===== src/rtl/weightless_ram_discriminator_macros.svh =====
// ----------------------------------------------------------------------------
// Assertion macros for the weightless RAM discriminator
// Concurrent assertion wrappers that can be compiled out with ASSERT_OFF.
// ----------------------------------------------------------------------------
`ifndef WEIGHTLESS_RAM_DISCRIMINATOR_MACROS_SVH
`define WEIGHTLESS_RAM_DISCRIMINATOR_MACROS_SVH

`ifndef ASSERT_OFF
// Checked on every rising edge, skipped while reset is high.
`define ASSERT_CLK_RST(label, clk, rst, prop, msg) \
   label: assert property (@(posedge clk) disable iff (rst) prop) else $error(msg);
// Checked on every rising edge, reset included.
`define ASSERT_CLK(label, clk, prop, msg) \
   label: assert property (@(posedge clk) prop) else $error(msg);
`else
`define ASSERT_CLK_RST(label, clk, rst, prop, msg)
`define ASSERT_CLK(label, clk, prop, msg)
`endif

`endif


===== src/rtl/wrd_pkg.sv =====
// ----------------------------------------------------------------------------
// Weightless RAM discriminator package
// Sizes, derived widths and item kind codes shared by the block's files.
// ----------------------------------------------------------------------------
package wrd_pkg;

   // Geometry of the discriminator.
   localparam int PATCH_BITS = 25;
   localparam int TUPLE_BITS = 3;
   localparam int NUM_RAMS   = 8;

   // Fixed field widths of the interface.
   localparam int KIND_W   = 2;
   localparam int PATCH_W  = 25;
   localparam int PIX_W    = 5;
   localparam int THRESH_W = 9;
   localparam int HIT_OUT_W = 4;

   localparam logic [THRESH_W-1:0] THRESH_RESET = 9'd205;

   // Derived sizes.
   localparam int NUM_SLOTS = NUM_RAMS * TUPLE_BITS;
   localparam int ROW_W     = 2 ** TUPLE_BITS;
   localparam int ROW_AW    = (NUM_RAMS > 1) ? $clog2(NUM_RAMS) : 1;
   localparam int PERM_AW   = (PATCH_BITS > 1) ? $clog2(PATCH_BITS) : 1;
   localparam int CNT_MAX   = (NUM_SLOTS > PATCH_BITS) ? NUM_SLOTS : PATCH_BITS;
   localparam int CNT_W     = $clog2(CNT_MAX + 1);
   localparam int BIT_W     = (TUPLE_BITS > 1) ? $clog2(TUPLE_BITS) : 1;
   localparam int HIT_W     = $clog2(NUM_RAMS + 1);
   localparam int HIT_EXT_W = 7;
   localparam int CMP_W     = 16;

   typedef enum logic [KIND_W-1:0] {
      KIND_TRAIN   = 2'd0,
      KIND_PREDICT = 2'd1,
      KIND_CLEAR   = 2'd2,
      KIND_LOAD    = 2'd3
   } kind_type;

endpackage


===== src/rtl/weightless_ram_discriminator.sv =====
// ----------------------------------------------------------------------------
// Weightless RAM discriminator
// Single-discriminator tuple-RAM classifier: trains, predicts, clears, loads.
// ----------------------------------------------------------------------------
// A predict's result is held in the result register until it is taken; a new
// result waits in the finishing state while the previous one is stalled.
// Train and predict requests stall the input channel until they are done;
// clear and load are done in the idle state. One permutation slot is fetched
// per cycle while a train or predict runs. Reset clears control state and
// every row valid bit; the permutation memory is not.
// ----------------------------------------------------------------------------
`include "weightless_ram_discriminator_macros.svh"

module weightless_ram_discriminator (
   input  logic                          clock,
   input  logic                          reset,
   // Input channel
   input  logic                          req_valid,
   output logic                          req_stall,
   input  logic [wrd_pkg::KIND_W-1:0]    req_kind,
   input  logic [wrd_pkg::PATCH_W-1:0]   req_patch,
   input  logic [wrd_pkg::PIX_W-1:0]     req_perm_slot,
   input  logic [wrd_pkg::PIX_W-1:0]     req_perm_pixel,
   // Result channel
   output logic                          rsp_valid,
   input  logic                          rsp_stall,
   output logic                          rsp_match,
   output logic [wrd_pkg::HIT_OUT_W-1:0] rsp_hit_count,
   // Configuration write channel
   input  logic                          csr_valid,
   output logic                          csr_ready,
   input  logic [wrd_pkg::THRESH_W-1:0]  csr_threshold_q8
);

   typedef enum logic [1:0] {
      ST_IDLE,
      ST_RUN,
      ST_FINISH
   } state_type;

   // The sequencer walks the permutation slots in order. Stage one fetches a
   // slot's pixel index from the permutation memory; when the data returns the
   // pixel is shifted into the tuple address, and on the last pixel of a tuple
   // the RAM row for that tuple is read. Stage two then either sets the
   // addressed bit (train) or counts it (predict). Each tuple touches its own
   // row, so rows in flight never collide and no forwarding is needed.

   state_type                      state_ff, state_in;
   wrd_pkg::kind_type              kind_ff, kind_in;
   logic [wrd_pkg::PATCH_W-1:0]    patch_ff, patch_in;
   logic [wrd_pkg::THRESH_W-1:0]   threshold_ff, threshold_in;

   // Issue side counters.
   logic [wrd_pkg::CNT_W-1:0]      slot_ff, slot_in;
   logic [wrd_pkg::BIT_W-1:0]      bit_ff, bit_in;
   logic [wrd_pkg::ROW_AW-1:0]     row_ff, row_in;

   // Stage one: permutation read in flight.
   logic                           s1_valid_ff, s1_valid_in;
   logic                           s1_in_range_ff, s1_in_range_in;
   logic                           s1_last_bit_ff, s1_last_bit_in;
   logic                           s1_last_row_ff, s1_last_row_in;
   logic [wrd_pkg::ROW_AW-1:0]     s1_row_ff, s1_row_in;
   logic [wrd_pkg::TUPLE_BITS-1:0] addr_ff, addr_in;

   // Stage two: RAM row read in flight.
   logic                           s2_valid_ff, s2_valid_in;
   logic                           s2_last_row_ff, s2_last_row_in;
   logic [wrd_pkg::ROW_AW-1:0]     s2_row_ff, s2_row_in;
   logic [wrd_pkg::TUPLE_BITS-1:0] s2_addr_ff, s2_addr_in;

   logic [wrd_pkg::HIT_W-1:0]      hits_ff, hits_in;
   logic [wrd_pkg::NUM_RAMS-1:0]   row_valid_ff, row_valid_in;

   logic                           rsp_valid_ff, rsp_valid_in;
   logic                           rsp_match_ff, rsp_match_in;
   logic [wrd_pkg::HIT_OUT_W-1:0]  rsp_hit_count_ff, rsp_hit_count_in;

   // Memory ports.
   logic                           perm_we, perm_re;
   logic [wrd_pkg::PERM_AW-1:0]    perm_waddr, perm_raddr;
   logic [wrd_pkg::PIX_W-1:0]      perm_rdata;
   logic                           row_we, row_re;
   logic [wrd_pkg::ROW_AW-1:0]     row_waddr, row_raddr;
   logic [wrd_pkg::ROW_W-1:0]      row_wdata, row_rdata, row_word;

   logic                           req_accept, out_free, pixel, row_bit;
   logic [wrd_pkg::TUPLE_BITS-1:0] full_addr;
   logic [wrd_pkg::HIT_EXT_W-1:0]  hits_ext;
   logic [wrd_pkg::CMP_W-1:0]      lhs, rhs;

   assign req_stall  = (state_ff != ST_IDLE);
   assign req_accept = req_valid && !req_stall;
   assign out_free   = !rsp_valid_ff || !rsp_stall;
   assign csr_ready  = 1'b1;

   // Pixel gathered for the slot returning from the permutation memory. Slots
   // past the permutation and stored indices past the patch both give a 0.
   assign pixel = s1_in_range_ff && (32'(perm_rdata) < wrd_pkg::PATCH_BITS) &&
                  patch_ff[perm_rdata];
   assign full_addr = wrd_pkg::TUPLE_BITS'({addr_ff, pixel});

   // A row that has not been written since reset or a clear reads as zero.
   assign row_word = row_valid_ff[s2_row_ff] ? row_rdata : '0;
   assign row_bit  = row_word[s2_addr_ff];

   // Match test: hits * 256 against threshold * NUM_RAMS.
   assign hits_ext = wrd_pkg::HIT_EXT_W'(hits_ff);
   assign lhs      = wrd_pkg::CMP_W'({hits_ext, 8'd0});
   assign rhs      = wrd_pkg::CMP_W'(threshold_ff) * wrd_pkg::CMP_W'(wrd_pkg::NUM_RAMS);

   always_comb begin
      state_in         = state_ff;
      kind_in          = kind_ff;
      patch_in         = patch_ff;
      threshold_in     = threshold_ff;
      slot_in          = slot_ff;
      bit_in           = bit_ff;
      row_in           = row_ff;
      s1_valid_in      = 1'b0;
      s1_in_range_in   = 1'b0;
      s1_last_bit_in   = 1'b0;
      s1_last_row_in   = 1'b0;
      s1_row_in        = row_ff;
      addr_in          = addr_ff;
      s2_valid_in      = 1'b0;
      s2_last_row_in   = 1'b0;
      s2_row_in        = s1_row_ff;
      s2_addr_in       = full_addr;
      hits_in          = hits_ff;
      row_valid_in     = row_valid_ff;
      rsp_valid_in     = rsp_valid_ff && rsp_stall;
      rsp_match_in     = rsp_match_ff;
      rsp_hit_count_in = rsp_hit_count_ff;

      perm_we    = 1'b0;
      perm_waddr = req_perm_slot[wrd_pkg::PERM_AW-1:0];
      perm_re    = 1'b0;
      perm_raddr = slot_ff[wrd_pkg::PERM_AW-1:0];
      row_we     = 1'b0;
      row_waddr  = s2_row_ff;
      row_wdata  = row_word | (wrd_pkg::ROW_W'(1) << s2_addr_ff);
      row_re     = 1'b0;
      row_raddr  = s1_row_ff;

      if (csr_valid && csr_ready) begin
         threshold_in = csr_threshold_q8;
      end

      case (state_ff)
         ST_IDLE: begin
            if (req_accept) begin
               case (wrd_pkg::kind_type'(req_kind))
                  wrd_pkg::KIND_CLEAR: begin
                     row_valid_in = '0;
                  end
                  wrd_pkg::KIND_LOAD: begin
                     perm_we = (32'(req_perm_slot) < wrd_pkg::PATCH_BITS);
                  end
                  wrd_pkg::KIND_TRAIN, wrd_pkg::KIND_PREDICT: begin
                     kind_in  = wrd_pkg::kind_type'(req_kind);
                     patch_in = req_patch;
                     slot_in  = '0;
                     bit_in   = '0;
                     row_in   = '0;
                     addr_in  = '0;
                     hits_in  = '0;
                     state_in = ST_RUN;
                  end
                  default: begin
                  end
               endcase
            end
         end
         ST_RUN: begin
            // Issue: one permutation slot per cycle.
            if (32'(slot_ff) < wrd_pkg::NUM_SLOTS) begin
               perm_re        = (32'(slot_ff) < wrd_pkg::PATCH_BITS);
               s1_valid_in    = 1'b1;
               s1_in_range_in = perm_re;
               s1_last_bit_in = (32'(bit_ff) == wrd_pkg::TUPLE_BITS - 1);
               s1_last_row_in = (32'(row_ff) == wrd_pkg::NUM_RAMS - 1);
               slot_in        = slot_ff + 1'b1;
               if (s1_last_bit_in) begin
                  bit_in = '0;
                  row_in = row_ff + 1'b1;
               end else begin
                  bit_in = bit_ff + 1'b1;
               end
            end
            // Stage one: build the tuple address, read its row when complete.
            if (s1_valid_ff) begin
               if (s1_last_bit_ff) begin
                  addr_in        = '0;
                  row_re         = 1'b1;
                  s2_valid_in    = 1'b1;
                  s2_last_row_in = s1_last_row_ff;
               end else begin
                  addr_in = full_addr;
               end
            end
            // Stage two: set or count the addressed bit.
            if (s2_valid_ff) begin
               if (kind_ff == wrd_pkg::KIND_TRAIN) begin
                  row_we                  = 1'b1;
                  row_valid_in[s2_row_ff] = 1'b1;
               end else begin
                  hits_in = hits_ff + wrd_pkg::HIT_W'(row_bit);
               end
               if (s2_last_row_ff) begin
                  state_in = (kind_ff == wrd_pkg::KIND_TRAIN) ? ST_IDLE : ST_FINISH;
               end
            end
         end
         ST_FINISH: begin
            if (out_free) begin
               rsp_valid_in     = 1'b1;
               rsp_match_in     = (lhs > rhs);
               rsp_hit_count_in = (hits_ext > wrd_pkg::HIT_EXT_W'(15)) ?
                                  wrd_pkg::HIT_OUT_W'(15) :
                                  hits_ext[wrd_pkg::HIT_OUT_W-1:0];
               state_in         = ST_IDLE;
            end
         end
         default: begin
            state_in = ST_IDLE;
         end
      endcase
   end

   always_ff @(posedge clock) begin
      if (reset) begin
         state_ff     <= ST_IDLE;
         threshold_ff <= wrd_pkg::THRESH_RESET;
         s1_valid_ff  <= 1'b0;
         s2_valid_ff  <= 1'b0;
         row_valid_ff <= '0;
         rsp_valid_ff <= 1'b0;
         hits_ff      <= '0;
      end else begin
         state_ff     <= state_in;
         threshold_ff <= threshold_in;
         s1_valid_ff  <= s1_valid_in;
         s2_valid_ff  <= s2_valid_in;
         row_valid_ff <= row_valid_in;
         rsp_valid_ff <= rsp_valid_in;
         hits_ff      <= hits_in;
      end
      kind_ff          <= kind_in;
      patch_ff         <= patch_in;
      slot_ff          <= slot_in;
      bit_ff           <= bit_in;
      row_ff           <= row_in;
      s1_in_range_ff   <= s1_in_range_in;
      s1_last_bit_ff   <= s1_last_bit_in;
      s1_last_row_ff   <= s1_last_row_in;
      s1_row_ff        <= s1_row_in;
      addr_ff          <= addr_in;
      s2_last_row_ff   <= s2_last_row_in;
      s2_row_ff        <= s2_row_in;
      s2_addr_ff       <= s2_addr_in;
      rsp_match_ff     <= rsp_match_in;
      rsp_hit_count_ff <= rsp_hit_count_in;
   end

   assign rsp_valid     = rsp_valid_ff;
   assign rsp_match     = rsp_match_ff;
   assign rsp_hit_count = rsp_hit_count_ff;

   // Permutation memory: one pixel index per slot.
   wrd_ram #(
      .WIDTH (wrd_pkg::PIX_W),
      .DEPTH (wrd_pkg::PATCH_BITS)
   ) u_perm_ram (
      .clock   (clock),
      .wr_en   (perm_we),
      .wr_addr (perm_waddr),
      .wr_data (req_perm_pixel),
      .rd_en   (perm_re),
      .rd_addr (perm_raddr),
      .rd_data (perm_rdata)
   );

   // Tuple RAMs: one row per RAM, one bit per tuple address.
   wrd_ram #(
      .WIDTH (wrd_pkg::ROW_W),
      .DEPTH (wrd_pkg::NUM_RAMS)
   ) u_row_ram (
      .clock   (clock),
      .wr_en   (row_we),
      .wr_addr (row_waddr),
      .wr_data (row_wdata),
      .rd_en   (row_re),
      .rd_addr (row_raddr),
      .rd_data (row_rdata)
   );

   // The hit counter can never run past the number of RAMs.
   `ASSERT_CLK_RST(a_hits_bounded, clock, reset,
      32'(hits_ff) <= wrd_pkg::NUM_RAMS, "hit counter exceeds the number of RAMs")
   // By the time the result is formed the pipeline has drained.
   `ASSERT_CLK_RST(a_finish_drained, clock, reset,
      state_ff == ST_FINISH |-> !s1_valid_ff && !s2_valid_ff,
      "pipeline still busy when the result is formed")
   // A new result only ever comes from the finishing state.
   `ASSERT_CLK_RST(a_result_source, clock, reset,
      $rose(rsp_valid_ff) |-> $past(state_ff) == ST_FINISH,
      "result raised outside the finishing state")

endmodule


===== src/rtl/wrd_ram.sv =====
// ----------------------------------------------------------------------------
// Generic RAM
// One write port and one read port, read data registered.
// ----------------------------------------------------------------------------
module wrd_ram #(
   parameter int WIDTH = 8,
   parameter int DEPTH = 8
) (
   input  logic                                       clock,
   input  logic                                       wr_en,
   input  logic [((DEPTH > 1) ? $clog2(DEPTH) : 1)-1:0] wr_addr,
   input  logic [WIDTH-1:0]                           wr_data,
   input  logic                                       rd_en,
   input  logic [((DEPTH > 1) ? $clog2(DEPTH) : 1)-1:0] rd_addr,
   output logic [WIDTH-1:0]                           rd_data
);

   logic [WIDTH-1:0] mem_ff [DEPTH];
   logic [WIDTH-1:0] rd_data_ff;

   always_ff @(posedge clock) begin
      if (wr_en) begin
         mem_ff[wr_addr] <= wr_data;
      end
      if (rd_en) begin
         rd_data_ff <= mem_ff[rd_addr];
      end
   end

   assign rd_data = rd_data_ff;

endmodule

===== config.mk =====
export PLATFORM = sky130hd
export DESIGN_NAME = weightless_ram_discriminator
export DESIGN_NICKNAME = d
export VERILOG_FILES = /design/src/rtl/wrd_pkg.sv /design/src/rtl/weightless_ram_discriminator.sv /design/src/rtl/wrd_ram.sv
export VERILOG_INCLUDE_DIRS = /design/src /design/src/rtl
export SDC_FILE = /design/constraint.sdc
export NUM_CORES = 1
export LEC_CHECK = 0
export BUFFER_PORTS_ARGS = -buffer_cell sky130_fd_sc_hd__buf_2
export CORE_UTILIZATION = 38
export DETAILED_ROUTE_END_ITERATION = 8
export PLACE_DENSITY = 0.65
export REMOVE_ABC_BUFFERS = 1
export SLEW_MARGIN = 20
export SYNTH_ARGS = -nofsm -noshare
export SYNTH_HDL_FRONTEND = slang
export SYNTH_SLANG_ARGS = --single-unit

===== constraint.sdc =====
create_clock -name clock -period 3.71 [get_ports clock]
set_clock_uncertainty 0.1 [all_clocks]
set_input_delay 0.742 -clock clock [delete_from_list [all_inputs] [get_ports clock]]
set_output_delay 0.742 -clock clock [all_outputs]
set_load 0.005 [all_outputs]

== Word-level counts from Yosys, hierarchy flattened ==
Memories as Yosys holds them, arrays and structs flattened. A register that Yosys moved wholly into a read port is not among the register bits.
Index checks and enable logic that the tools add are counted.
Storage, ports and cells
  logic and storage cells: 147
  memories kept: 2
  ROM bits: 0
  bits in writable memories: 189
  latch bits: 0
  bits in registers: 83
Memory list
  u_perm_ram.mem_ff: depth 25, bits a word 5, rd ports 1, clocked after Yosys merged registers in 1, write ports 1, line wrd_ram.sv:18  | logic [WIDTH-1:0] mem_ff [DEPTH];
  u_row_ram.mem_ff: depth 8, bits a word 8, rd ports 1, clocked after Yosys merged registers in 1, write ports 1, line wrd_ram.sv:18
Operators by class
  multiplexer cells: 61
  equal/unequal tests: 18
  add/sub/neg operators: 4
  divide/modulo/power cells: 0
  reduce and logical (&&, ||, !) cells: 26
  multipliers: 0
  shift operators: 1
  $lt $le $gt $ge: 10
  bitwise logic cells: 3
Operators by type and width (count)
  $mux W8: 5
  $mux W2: 12
  $mux W1: 22
  $lt A5 B5 Y1 const B: 4
  $reduce_and A5 Y1: 4
  $ne A2 B2 Y1 const B: 9
  $mux W4: 4
  $or A8 B8 Y8: 2
  $pmux W8 S2: 1
  $mux W5: 3
  $gt A12 B12 Y1: 1
  $mux W3: 4
  $pmux W5 S2: 1
  $eq A2 B2 Y1 const B: 4
  $lt A3 B4 Y1 const B: 2
  $pmux W2 S2: 2
  $pmux W4 S2: 1
  $reduce_and A4 Y1: 2
  $shl A1 B3 Y8 const A: 1
  $bmux W1 S3: 2
  $logic_not A2 Y1: 3
  $lt A5 B6 Y1 const B: 1
  $pmux W2 S3: 1
  $pmux W3 S2: 1
  other kinds (19): 31

== Logic depth before layout (Yosys ltp) ==
Gate-level depths: netlist of run 1.
  depth in word-level cells: 9
  mapped depth: 11
  depth with buffers taken out: 10

== Hierarchy ==
Synthesis of run 1 repeated with hierarchy kept, for this count alone.
Unflattened totals
  cells, all modules: 655
  area, all modules: 11345.9 um^2
By module, submodules not included
  wrd_ram at u_perm_ram: area an instance 5129.9 um^2, cells each 271, instances 1, sequential area each 3903.7 um^2
  weightless_ram_discriminator: area an instance 3444.6 um^2, cells each 270, instances 1, sequential area each 2102.0 um^2
  wrd_ram at u_row_ram: area an instance 2771.4 um^2, cells each 114, instances 1, sequential area each 2162.1 um^2

== Worst setup path before layout of run 1 ==
Ideal clock, no wire load.
  kind: input to register
  start: in req_valid
  end: reg addr_ff[0] in the netlist's numbering, enable pin
  slack: 0.700 ns
  data required time: 3.310 ns
  stages on the path: 3
  library setup time: 0.300 ns
  buffers on the path: 0
  data arrival time: 2.610 ns
  path through: or3b_1 nor2_1 a21o_1
Between the ends
  longest elaborated chain between the ends: 3
RTL lines
  start, declared: line weightless_ram_discriminator.sv:18  | input logic req_valid,
  $logic_and A1 B1 Y1: line weightless_ram_discriminator.sv:93  | assign req_accept = req_valid && !req_stall;
  $ne A2 B2 Y1 (no line)
  $reduce_and A4 Y1 (no line)
  end signal, assigned: line weightless_ram_discriminator.sv:258  | addr_ff <= addr_in;
  end, declared: line weightless_ram_discriminator.sv:64  | logic [wrd_pkg::TUPLE_BITS-1:0] addr_ff, addr_in;
No other way between the ends.
A chain may end at the register's enable or synchronous reset.

== Final worst setup path of run 1 ==
  start: reg s2_row_ff, in the netlist row_waddr[0]
  end: reg hits_ff[2] in the netlist's numbering
Between the ends
  longest elaborated chain between the ends: 9
RTL lines
  start, declared: line weightless_ram_discriminator.sv:69  | logic [wrd_pkg::ROW_AW-1:0] s2_row_ff, s2_row_in;
  start signal, assigned: line weightless_ram_discriminator.sv:260  | s2_row_ff <= s2_row_in;
  $bmux W1 S3: line weightless_ram_discriminator.sv:104  | assign row_word = row_valid_ff[s2_row_ff] ? row_rdata : '0;
  $mux W1 (not written as such): line weightless_ram_discriminator.sv:104
  $mux W8: line weightless_ram_discriminator.sv:104
  $bmux W1 S3: line weightless_ram_discriminator.sv:105  | assign row_bit = row_word[s2_addr_ff];
  $mux W1 (not written as such): line weightless_ram_discriminator.sv:105
  $add A4 B1 Y4: line weightless_ram_discriminator.sv:208  | hits_in = hits_ff + wrd_pkg::HIT_W'(row_bit);
  $mux W4: line weightless_ram_discriminator.sv:204  | if (kind_ff == wrd_pkg::KIND_TRAIN) begin
  $mux W4: line weightless_ram_discriminator.sv:203  | if (s2_valid_ff) begin
  $pmux W4 S2: line weightless_ram_discriminator.sv:150  | case (state_ff)
  end signal, assigned: line weightless_ram_discriminator.sv:247  | hits_ff <= hits_in;
  end, declared: line weightless_ram_discriminator.sv:72  | logic [wrd_pkg::HIT_W-1:0] hits_ff, hits_in;
No other way between the ends. The select of a mux whose other input is x is not followed.

==> results.sh, run 1 <==
export IMPL_detailedPlace_worstSlack_ns=0.7835
export IMPL_fin_area_um2=13100
export IMPL_synth_top_cell_by_area="sky130_fd_sc_hd__edfxtp_1"
export IMPL_report_power_total_w=0.006797
export IMPL_layout_drive_gt1_share=0.1858
export IMPL_timing_hold_violations_final=0
export IMPL_synth_common_cells="sky130_fd_sc_hd__edfxtp_1 (246), sky130_fd_sc_hd__mux2i_1 (79), sky130_fd_sc_hd__nor2_1 (65), sky130_fd_sc_hd__nand2_1 (48), sky130_fd_sc_hd__dfxtp_1 (39)"
export IMPL_port_buffers=57
export IMPL_max_vdd_drop_v=0.0003489
export IMPL_maximum_number_of_pins_on_one_net_before_global_route_repair=63
export IMPL_detailroute_wirelength_met2_um=11610
export IMPL_synth_edff_count=246
export IMPL_timing_setup_critical_path_class="reg2reg"
export IMPL_synthMostInstantiatedCell="sky130_fd_sc_hd__edfxtp_1"
export IMPL_core_rowCount=63
export IMPL_postPlaceCellArea_um2=12160
export IMPL_tritoncts="yes"
export IMPL_detailedRoute_firstPassIterationCount=4
export IMPL_final_period_minus_worst_setup_slack_ns=2.701
export IMPL_syn_mean_instance_area_um2=15.54
export IMPL_critical_path_slowest_cell="sky130_fd_sc_hd__o22ai_1"
export IMPL_setup_violations_final=0
export IMPL_timing_final_ws_setup_ns=1.009
export IMPL_cts_hold_buffers=0
export IMPL_cp_data_arrival_time_ns=3.05
export IMPL_route_detailed_drc=0
export IMPL_ctsResizeCount=0
export IMPL_cts_num_sinks=285
export IMPL_synth_area_um2=11390
export IMPL_critical_path_required_ns=4.06
export IMPL_wl_per_cell_um=18.46
export IMPL_clk_pin_slew_worst_paths_ns=0.06
export IMPL_synth_seq_area_share=0.7172
export IMPL_yosys_reg_bits=285
export IMPL_synthCells=733
export IMPL_critical_path_max_stage_delay_ns=0.50
export IMPL_grt_first_pass_wirelength_um=35090
export IMPL_cts_h_tree_lvls=1
export IMPL_hold_path_class="reg2reg"
export IMPL_crit_path_cell_trace="or2_2, o22ai_1, nor2_1, a21oi_1, ha_1, ha_1, inv_1, a211oi_1, xnor2_1, nor3_1"
export IMPL_root_buffer_cell="sky130_fd_sc_hd__clkbuf_16"
export IMPL_antenna_diode_count=0
export IMPL_fp_dieW_um=175.1
export IMPL_detail_route_wirelength_um=22500
export IMPL_nNetsFinal=868
export IMPL_p_leak_nw=4.522
export IMPL_cell_repeated_most_along_the_worst_path="sky130_fd_sc_hd__ha_1"
export IMPL_asyncSetResetFlopFracSynth=0
export IMPL_worstPathMaxFanout=18
export IMPL_layout_filler_cells=2618
export IMPL_fmaxAchievable_mhz=370.2
export IMPL_antenna_found_initial=0
export IMPL_rsz_0062_raised_after_global_routing="no"
export IMPL_postRouteAntennaNets=0
export IMPL_via_count_of_the_first_global_routing_pass=6465
export IMPL_ys_top_cells_by_area="sky130_fd_sc_hd__edfxtp_1 (65%), sky130_fd_sc_hd__mux2i_1 (6.9%), sky130_fd_sc_hd__dfxtp_1 (6.9%), sky130_fd_sc_hd__mux4_2 (4.0%), sky130_fd_sc_hd__nor2_1 (2.1%)"
export IMPL_post_synthesis_cell_type_count=48
export IMPL_postSynth_topFlopCell="sky130_fd_sc_hd__edfxtp_1"
export IMPL_post_cts_buffers=0
export IMPL_globalRoute_totalOverflow=0
export IMPL_global_route_usage_total=0.1475
export IMPL_met3WireLength_um=1007
export IMPL_power_per_cell_area_nw_per_um2=518.8
export IMPL_initialDrtViolationCount=346
export IMPL_io_pins=59
export IMPL_maxCapViolations=0
export IMPL_gpl_final_weighted_congestion=0.7822
export IMPL_synth_warning_count=0
export IMPL_synthToLayoutAreaGrowth_pct=15.05
export IMPL_route_vias_total=6248
export IMPL_floorplan_initialDensity=0.3853
export IMPL_normalized_max_slew_margin=0.4084
export IMPL_wl_met1_um=9451
export IMPL_max_clock_path_buffers=3
export IMPL_run_status="complete, no violations"
export IMPL_core_um2=29560
export IMPL_vertical_die_dimension_um=175.1
export IMPL_crit_path_end_kind="flop"
export IMPL_cp_start_kind="flop"
export IMPL_worst_skew_pair_late_latency_ns=0.57
export IMPL_tightestPinTransition_ns=0.8861
export IMPL_synth_top_cell_area_share=0.6486
export IMPL_design_die_area_um2=30670
export IMPL_top_signal_layer_used="met4"
export IMPL_hpwlAfterDp_um=15010
export IMPL_tritoncts_num_buffers=30
export IMPL_avgViaCountPerCell=5.126
export IMPL_fin_crit_sh=0.7281
export IMPL_tns_ns=0
export IMPL_final_max_slew_viol_count=0
## registers in the layout (all words and copies together) (netlist names), 5 cells and up
register	count
threshold_ff	9
u_perm_ram.rd_data	5
u_perm_ram.mem_ff	125
patch_ff	25
u_row_ram.rd_data	8
perm_raddr	5
u_row_ram.mem_ff	64
row_valid_ff	8
## layout by cell type, fill, tap and decap left out, drive strengths merged, types with 4 or more instances in the layout
cell and count:
a22oi 17, o211ai 5, mux2i 79, nor3 10
mux4 22, o21ai 10, inv 14, clkinv 14
a211oi 4, and2 11, dfxtp 39, nand3 21
o311ai 4, mux2 8, ha 10, a21o 4
clkbuf 33, nand4 13, buf 73, nor2b 11
nand2 48, nand2b 7, edfxtp 246, or2 5
a21oi 23, clkinvlp 4, nor2 65
## per-layer routing
metal,track usage,vias to the layer above
li1,-,2959
met1,0.1840,3135
met2,0.2629,115
met3,0.02676,39
met4,0.03768,0
met5,0,-
## cells by family after synthesis
kind of cell | Yosys count | synth area share
adders and majority gates | 10 | 0.01099
xor gates and xnor gates | 5 | 0.003846
muxes | 109 | 0.1215
buffers and inverters | 44 | 0.01659
AOI/OAI and AO/OA | 76 | 0.04329
and+or+nand+nor | 203 | 0.08625
DFF | 285 | 0.7172
other | 1 | 0.0003293
## critical path: cells and delay by family (launching register included)
family | cells | cell delay, ns
AND/OR/NAND/NOR | 3 | 0.53
XOR/XNOR | 1 | 0.15
adder cells (fa/ha/maj) | 2 | 0.37
buffers and inverters | 1 | 0.03
flip-flops | 1 | 0.47
AO/OA/AOI/OAI | 3 | 0.92
## report_power, final
| group | switching (W) | total, W | internal, W |
|---|---|---|---|
| registers | 0.0000519 | 0.00358 | 0.00353 |
| logic | 0.000216 | 0.000378 | 0.000161 |
| clock network | 0.00121 | 0.00284 | 0.00162 |
| total | 0.00148 | 0.00680 | 0.00532 |
## path summary, 6_finish.rpt
check | start | end | slack [ns] | cells after the start
max | row_waddr[0] | hits_ff[2] | 1.01 | 10
min | addr_ff[1] | s2_addr_ff[2] | 0.25 | 0
max reg2reg | row_waddr[0] | hits_ff[2] | 1.01 | 10
min reg2reg | addr_ff[1] | s2_addr_ff[2] | 0.25 | 0
## layout make-up
type | count | area (µm²) | area share
repair buffers | 73 | 417.9 | 0.03189
clock inverters | 21 | 183.9 | 0.01404
multi-input cells | 404 | 3034 | 0.2316
inverters | 13 | 48.80 | 0.003724
clock buffers | 33 | 762.0 | 0.05815
flip-flops and latches | 285 | 8168 | 0.6234
well taps | 390 | 488.0 | 0.03724
## stage by stage
step	util	hold WS [ns]	std cells
floorplan	-	0.2233	702
CTS	0.4433	0.2480	1219
global placement	0.4113	0.2368	1165
detailed placement	0.4113	0.2419	1165
finish	0.4433	0.2519	1219
global route	0.4433	0.2504	1219
Power figures use the tool's default switching activity.
==> run 2: changes to the inputs <==
clock period = 2.6 ns   (was 3.71 ns; I/O delays follow)
==> run 2 against run 1 <==
Net effect: global-route usage grew 0.31 points; wire length grew 2.4%; critical endpoint unchanged; sequential share of layout area shrank 0.65 points; total power grew 44%; combinational power grew 50%; register-to-register slack lost 0.70 ns; non-clock buffer count grew 17; worst hold slack lost 0.21 ns; critical path type unchanged.
==> results.sh, run 2 (synthesis results as in run 1) <==
export IMPL_antenna_diode_count=0
export IMPL_timing_setup_critical_path_class="reg2reg"
export IMPL_terminating_pin_of_the_worst_hold_path="patch_ff[22]"
export IMPL_antenna_found_initial=0
export IMPL_initialDrtViolationCount=386
export IMPL_post_layout_nonfiller_instances=1237
export IMPL_hpwlAfterDp_um=15320
export IMPL_synthToLayoutAreaGrowth_pct=16.27
export IMPL_timing_hold_violations_final=0
export IMPL_detailedPlace_worstSlack_ns=0.1512
export IMPL_critical_path_required_ns=2.93
export IMPL_route_vias_total=6301
export IMPL_largest_registers="u_perm_ram.mem_ff (125), u_row_ram.mem_ff (64), patch_ff (25)"
export IMPL_floorplan_initialDensity=0.3853
export IMPL_fin_area_um2=13240
export IMPL_ctsResizeCount=0
export IMPL_fp_dieW_um=175.1
export IMPL_finalHoldWorstSlack_ns=0.04197
export IMPL_port_buffers=57
export IMPL_avgViaCountPerCell=5.094
export IMPL_mostFrequentLayoutCells="sky130_fd_sc_hd__edfxtp_1 (246), sky130_fd_sc_hd__mux2i_1 (79), sky130_fd_sc_hd__nor2_1 (64), sky130_fd_sc_hd__buf_2 (57), sky130_fd_sc_hd__nand2_1 (48)"
export IMPL_holdCritStartpoint="req_patch[22]"
export IMPL_min_path_cells=1
export IMPL_gpl_final_weighted_congestion=0.8211
export IMPL_wl_per_cell_um=18.62
export IMPL_largest_register="u_perm_ram.mem_ff"
export IMPL_final_period_minus_worst_setup_slack_ns=2.296
export IMPL_layout_drive_gt1_share=0.2031
export IMPL_rsz_0062_raised_after_global_routing="no"
export IMPL_postPlaceCellArea_um2=12280
export IMPL_route_detailed_drc=0
export IMPL_r2r_start="row_waddr[1]"
export IMPL_rr_worst_depth=10
export IMPL_largest_register_ffs=125
export IMPL_vertical_die_dimension_um=175.1
export IMPL_core_um2=29560
export IMPL_cts_h_tree_lvls=1
export IMPL_core_rowCount=63
export IMPL_postRouteAntennaNets=0
export IMPL_post_cts_buffers=0
export IMPL_detailedRoute_firstPassIterationCount=4
export IMPL_detail_route_wirelength_um=23030
export IMPL_design_die_area_um2=30670
export IMPL_mostFrequentLayoutCell="sky130_fd_sc_hd__edfxtp_1"
export IMPL_p_leak_nw=4.628
export IMPL_fin_crit_sh=0.8829
export IMPL_clk_pin_slew_worst_paths_ns=0.07
export IMPL_cts_num_sinks=285
export IMPL_globalRoute_totalOverflow=0
export IMPL_max_clock_path_buffers=3
export IMPL_run_status="complete, no violations"
export IMPL_grt_first_pass_wirelength_um=35700
export IMPL_timing_rr_end="hits_ff[2]"
export IMPL_cp_data_arrival_time_ns=2.62
export IMPL_crit_path_end_kind="flop"
export IMPL_global_route_usage_total=0.1507
export IMPL_timing_final_ws_setup_ns=0.3044
export IMPL_maximum_number_of_pins_on_one_net_before_global_route_repair=41
export IMPL_worstPathMaxFanout=11
export IMPL_cp_start_kind="flop"
export IMPL_fmaxAchievable_mhz=435.6
export IMPL_tritoncts="yes"
export IMPL_setup_violations_final=0
export IMPL_hold_path_class="in2reg"
export IMPL_normalized_max_slew_margin=0.3789
export IMPL_nNetsFinal=885
export IMPL_postLayoutCoreUtil=0.4480
export IMPL_root_buffer_cell="sky130_fd_sc_hd__clkbuf_16"
export IMPL_io_pins=59
export IMPL_via_count_of_the_first_global_routing_pass=6548
export IMPL_cts_hold_buffers=0
export IMPL_max_vdd_drop_v=0.0005157
export IMPL_tightestPinTransition_ns=0.9172
export IMPL_maxCapViolations=0
export IMPL_tritoncts_num_buffers=30
export IMPL_worst_skew_pair_late_latency_ns=0.55
export IMPL_timing_reg2reg_setup_slack_ns=0.30
export IMPL_final_max_slew_viol_count=0
export IMPL_power_per_cell_area_nw_per_um2=738.9
export IMPL_place_detailed_instances=1182
## run 2: changes by cell type in the layout (fill, tap and decap cells not counted)
cell,change
sky130_fd_sc_hd__buf_4,+17
sky130_fd_sc_hd__clkbuf_1,+2
sky130_fd_sc_hd__clkbuf_16,+1
sky130_fd_sc_hd__clkinv_1,-2
sky130_fd_sc_hd__clkinv_2,+3
sky130_fd_sc_hd__clkinv_8,-1
sky130_fd_sc_hd__clkinvlp_4,-2
sky130_fd_sc_hd__inv_6,-1
sky130_fd_sc_hd__inv_8,+1
sky130_fd_sc_hd__o311ai_0,-1
sky130_fd_sc_hd__o311ai_1,+1
## run 2: report_power, final
part / switching [W] / total (W) / internal [W] / leakage [nW]
logic: 0.000324 / 0.000567 / 0.000242 / 1.62
registers: 0.0000658 / 0.00511 / 0.00504 / 2.54
clock network: 0.00173 / 0.00411 / 0.00238 / 0.469
## run 2: layout make-up
type | count | area [µm²]
clock inverter | 19 | 162.7
fill | 2624 | 16320
multi-input combinational | 404 | 3034
tap | 390 | 488.0
inverter | 13 | 48.80
clock buffer | 36 | 794.5
sequential | 285 | 8168
timing repair buffer | 90 | 545.5
## run 2: routing by layer
metal | vias up | track usage | share of wire
met5 | - | 0 | 0
met4 | 0 | 0.05290 | 0.030
met3 | 46 | 0.02219 | 0.034
met2 | 117 | 0.2659 | 0.51
met1 | 3146 | 0.1878 | 0.42
li1 | 2992 | - | -
## run 2: per-stage QoR
step	setup TNS, ns	total power, W
2_1_floorplan	-8.096	0.005539
3_3_place_gp	0	0.005760
3_5_place_dp	0	0.005774
4_1_cts	0	0.009879
5_1_grt	0	0.01012
6_report	0	0.009784
## run 2: how the worst max path moves through the flow
stage | from | end | slack (ns)
2_1_floorplan | perm_raddr[1] | perm_raddr[4] | -0.58
3_3_place_gp | req_valid | u_perm_ram.mem_ff[23][2] | 0.21
3_5_place_dp | req_valid | u_perm_ram.mem_ff[21][0] | 0.15
4_1_cts | row_waddr[1] | hits_ff[2] | 0.31
5_1_grt | row_waddr[1] | hits_ff[2] | 0.06
6_report | row_waddr[1] | hits_ff[2] | 0.30
## run 2: worst max-delay path: stages (launching register included)
cell and delay [ns]:
sky130_fd_sc_hd__dfxtp_1 0.41, sky130_fd_sc_hd__or2_2 0.34, sky130_fd_sc_hd__o22ai_1 0.21, sky130_fd_sc_hd__nor2_1 0.06, sky130_fd_sc_hd__a21oi_1 0.20, sky130_fd_sc_hd__ha_1 0.23, sky130_fd_sc_hd__ha_1 0.15, sky130_fd_sc_hd__inv_1 0.04
sky130_fd_sc_hd__a211oi_1 0.23, sky130_fd_sc_hd__xnor2_1 0.15, sky130_fd_sc_hd__nor3_1 0.05
==> run 3: changes to the inputs <==
REMOVE_ABC_BUFFERS = default   (was 1)
==> run 3 against run 2 <==
Net effect: sequential share of layout area down 0.32 points; combinational power about the same; worst setup slack got worse by 0.042 ns; non-clock buffer count decreased by 5; critical path depth down 6; critical endpoint is now u_perm_ram.mem_ff[5][4]; largest cell class unchanged; highest routed layer unchanged.
==> results.sh, run 3 (synthesis results as in run 1) <==
export IMPL_initialDrtViolationCount=450
export IMPL_via_count_of_the_first_global_routing_pass=6305
export IMPL_rsz_0062_raised_after_global_routing="no"
export IMPL_grt_busiest_layer="met2"
export IMPL_maximum_number_of_pins_on_one_net_before_global_route_repair=63
export IMPL_mostFrequentLayoutCells="sky130_fd_sc_hd__edfxtp_1 (246), sky130_fd_sc_hd__mux2i_1 (79), sky130_fd_sc_hd__nor2_1 (64), sky130_fd_sc_hd__buf_2 (57), sky130_fd_sc_hd__nand2_1 (48)"
export IMPL_hpwlAfterDp_um=15090
export IMPL_grtUsageMet2=0.2521
export IMPL_timing_final_ws_setup_ns=0.2623
export IMPL_gpl_final_weighted_congestion=0.8028
export IMPL_p_leak_nw=4.654
export IMPL_crit_path_end_kind="flop"
export IMPL_timing_reg2reg_setup_slack_ns=0.26
export IMPL_layout_drive_gt1_share=0.2017
export IMPL_global_route_usage_total=0.1495
export IMPL_postPlaceCellArea_um2=12260
export IMPL_fin_crit_sh=0.8991
export IMPL_vertical_die_dimension_um=175.1
export IMPL_final_period_minus_worst_setup_slack_ns=2.338
export IMPL_fmaxAchievable_mhz=427.8
export IMPL_critical_path_required_ns=2.69
export IMPL_post_cts_buffers=0
export IMPL_synth_fp_nets=794
export IMPL_holdCritStartpoint="req_patch[24]"
export IMPL_timing_hold_violations_final=0
export IMPL_crit_path_cell_trace="or3b_1, nor3_1, nand2_1, nor2_1"
export IMPL_largest_register_ffs=125
export IMPL_fp_dieW_um=175.1
export IMPL_detailedRoute_firstPassIterationCount=5
export IMPL_groute_layer_met3_usage=0.02546
export IMPL_maxCapViolations=0
export IMPL_min_path_cells=1
export IMPL_grt_first_pass_wirelength_um=35130
export IMPL_setup_violations_final=0
export IMPL_clk_pin_slew_worst_paths_ns=0.06
export IMPL_antenna_found_initial=0
export IMPL_detailedPlace_worstSlack_ns=0.03501
export IMPL_mostFrequentLayoutCell="sky130_fd_sc_hd__edfxtp_1"
export IMPL_largest_register="u_perm_ram.mem_ff"
export IMPL_critical_path_slowest_cell="sky130_fd_sc_hd__or3b_1"
export IMPL_cp_data_arrival_time_ns=2.43
export IMPL_report_power_total_w=0.01007
export IMPL_root_buffer_cell="sky130_fd_sc_hd__clkbuf_16"
export IMPL_antenna_diode_count=0
export IMPL_normalized_max_slew_margin=0.3859
export IMPL_max_vdd_drop_v=0.0005667
export IMPL_largest_registers="u_perm_ram.mem_ff (125), u_row_ram.mem_ff (64), patch_ff (25)"
export IMPL_tns_ns=0
export IMPL_detail_route_wirelength_um=22740
export IMPL_floorplan_initialDensity=0.3853
export IMPL_fin_area_um2=13310
export IMPL_run_status="complete, no violations"
export IMPL_synthToLayoutAreaGrowth_pct=16.88
export IMPL_postRouteAntennaNets=0
export IMPL_power_per_cell_area_nw_per_um2=756.7
export IMPL_nNetsFinal=880
export IMPL_rr_worst_depth=4
export IMPL_r2r_start="state_ff[0]"
export IMPL_grt_use_met1=0.1974
export IMPL_avgViaCountPerCell=5.099
export IMPL_worst_skew_pair_late_latency_ns=0.54
export IMPL_port_buffers=57
export IMPL_io_pins=59
export IMPL_tritoncts="yes"
export IMPL_timing_rr_end="u_perm_ram.mem_ff[5][4]"
export IMPL_cts_hold_buffers=0
export IMPL_worstPathMaxFanout=9
export IMPL_tritoncts_num_buffers=30
export IMPL_globalRoute_totalOverflow=0
export IMPL_tightestPinTransition_ns=0.9068
export IMPL_ctsResizeCount=0
export IMPL_cp_start_kind="flop"
export IMPL_final_max_slew_viol_count=0
export IMPL_wl_per_cell_um=18.44
export IMPL_core_um2=29560
export IMPL_cts_num_sinks=285
export IMPL_critical_path_max_stage_delay_ns=0.51
export IMPL_route_vias_total=6287
export IMPL_route_detailed_drc=0
export IMPL_max_clock_path_buffers=3
export IMPL_terminating_pin_of_the_worst_hold_path="patch_ff[24]"
export IMPL_design_die_area_um2=30670
export IMPL_hold_path_class="in2reg"
export IMPL_cts_h_tree_lvls=1
export IMPL_core_rowCount=63
export IMPL_timing_setup_critical_path_class="reg2reg"
run 3: how the worst max path moves through the flow:
stage	start	to	slack [ns]	cells after the start
2_1_floorplan	req_valid	addr_ff[0]	0.28	3
6_report	state_ff[0]	u_perm_ram.mem_ff[5][4]	0.26	4
3_3_place_gp	req_valid	u_perm_ram.mem_ff[7][0]	0.03	5
5_1_grt	state_ff[0]	u_perm_ram.mem_ff[4][1]	0.08	4
4_1_cts	state_ff[0]	u_perm_ram.mem_ff[6][2]	0.25	4
3_5_place_dp	req_valid	u_perm_ram.mem_ff[6][2]	0.04	5
run 3: critical path: cells and delay by family (launching register included):
kind             cells  cell delay [ns]
AND/OR/NAND/NOR      4             1.52
flip-flops           1             0.37
run 3: per-stage QoR:
step	util	instances	hold slack, ns
after floorplan	-	733	0.2233
after global placement	0.4147	1177	0.2510
after detailed placement	0.4147	1177	0.2544
after CTS	0.4503	1233	0.02850
after global routing	0.4503	1233	0.03653
final	0.4503	1233	0.05651
run 3: final cells by class:
cell class	instances	area, µm²
repair buffers	85	520.5
inverters	13	48.80
clock inverters	14	161.4
fillers	2601	16250
well taps	390	488.0
flip-flops and latches	285	8168
multi-input cells	404	3034
clock buffers	42	889.6
run 3: per-layer routing:
metal / vias to the layer above / part of all wire
li1: 2977 / -
met1: 3107 / 0.43
met2: 162 / 0.50
met3: 41 / 0.049
met4: 0 / 0.022
met5: - / 0
run 3: report_power, final:
group	switching, W	internal (W)	total (W)
Clock	0.00171	0.00269	0.00440
Sequential	0.0000605	0.00504	0.00510
Combinational	0.000329	0.000241	0.000570
Total	0.00210	0.00797	0.0101
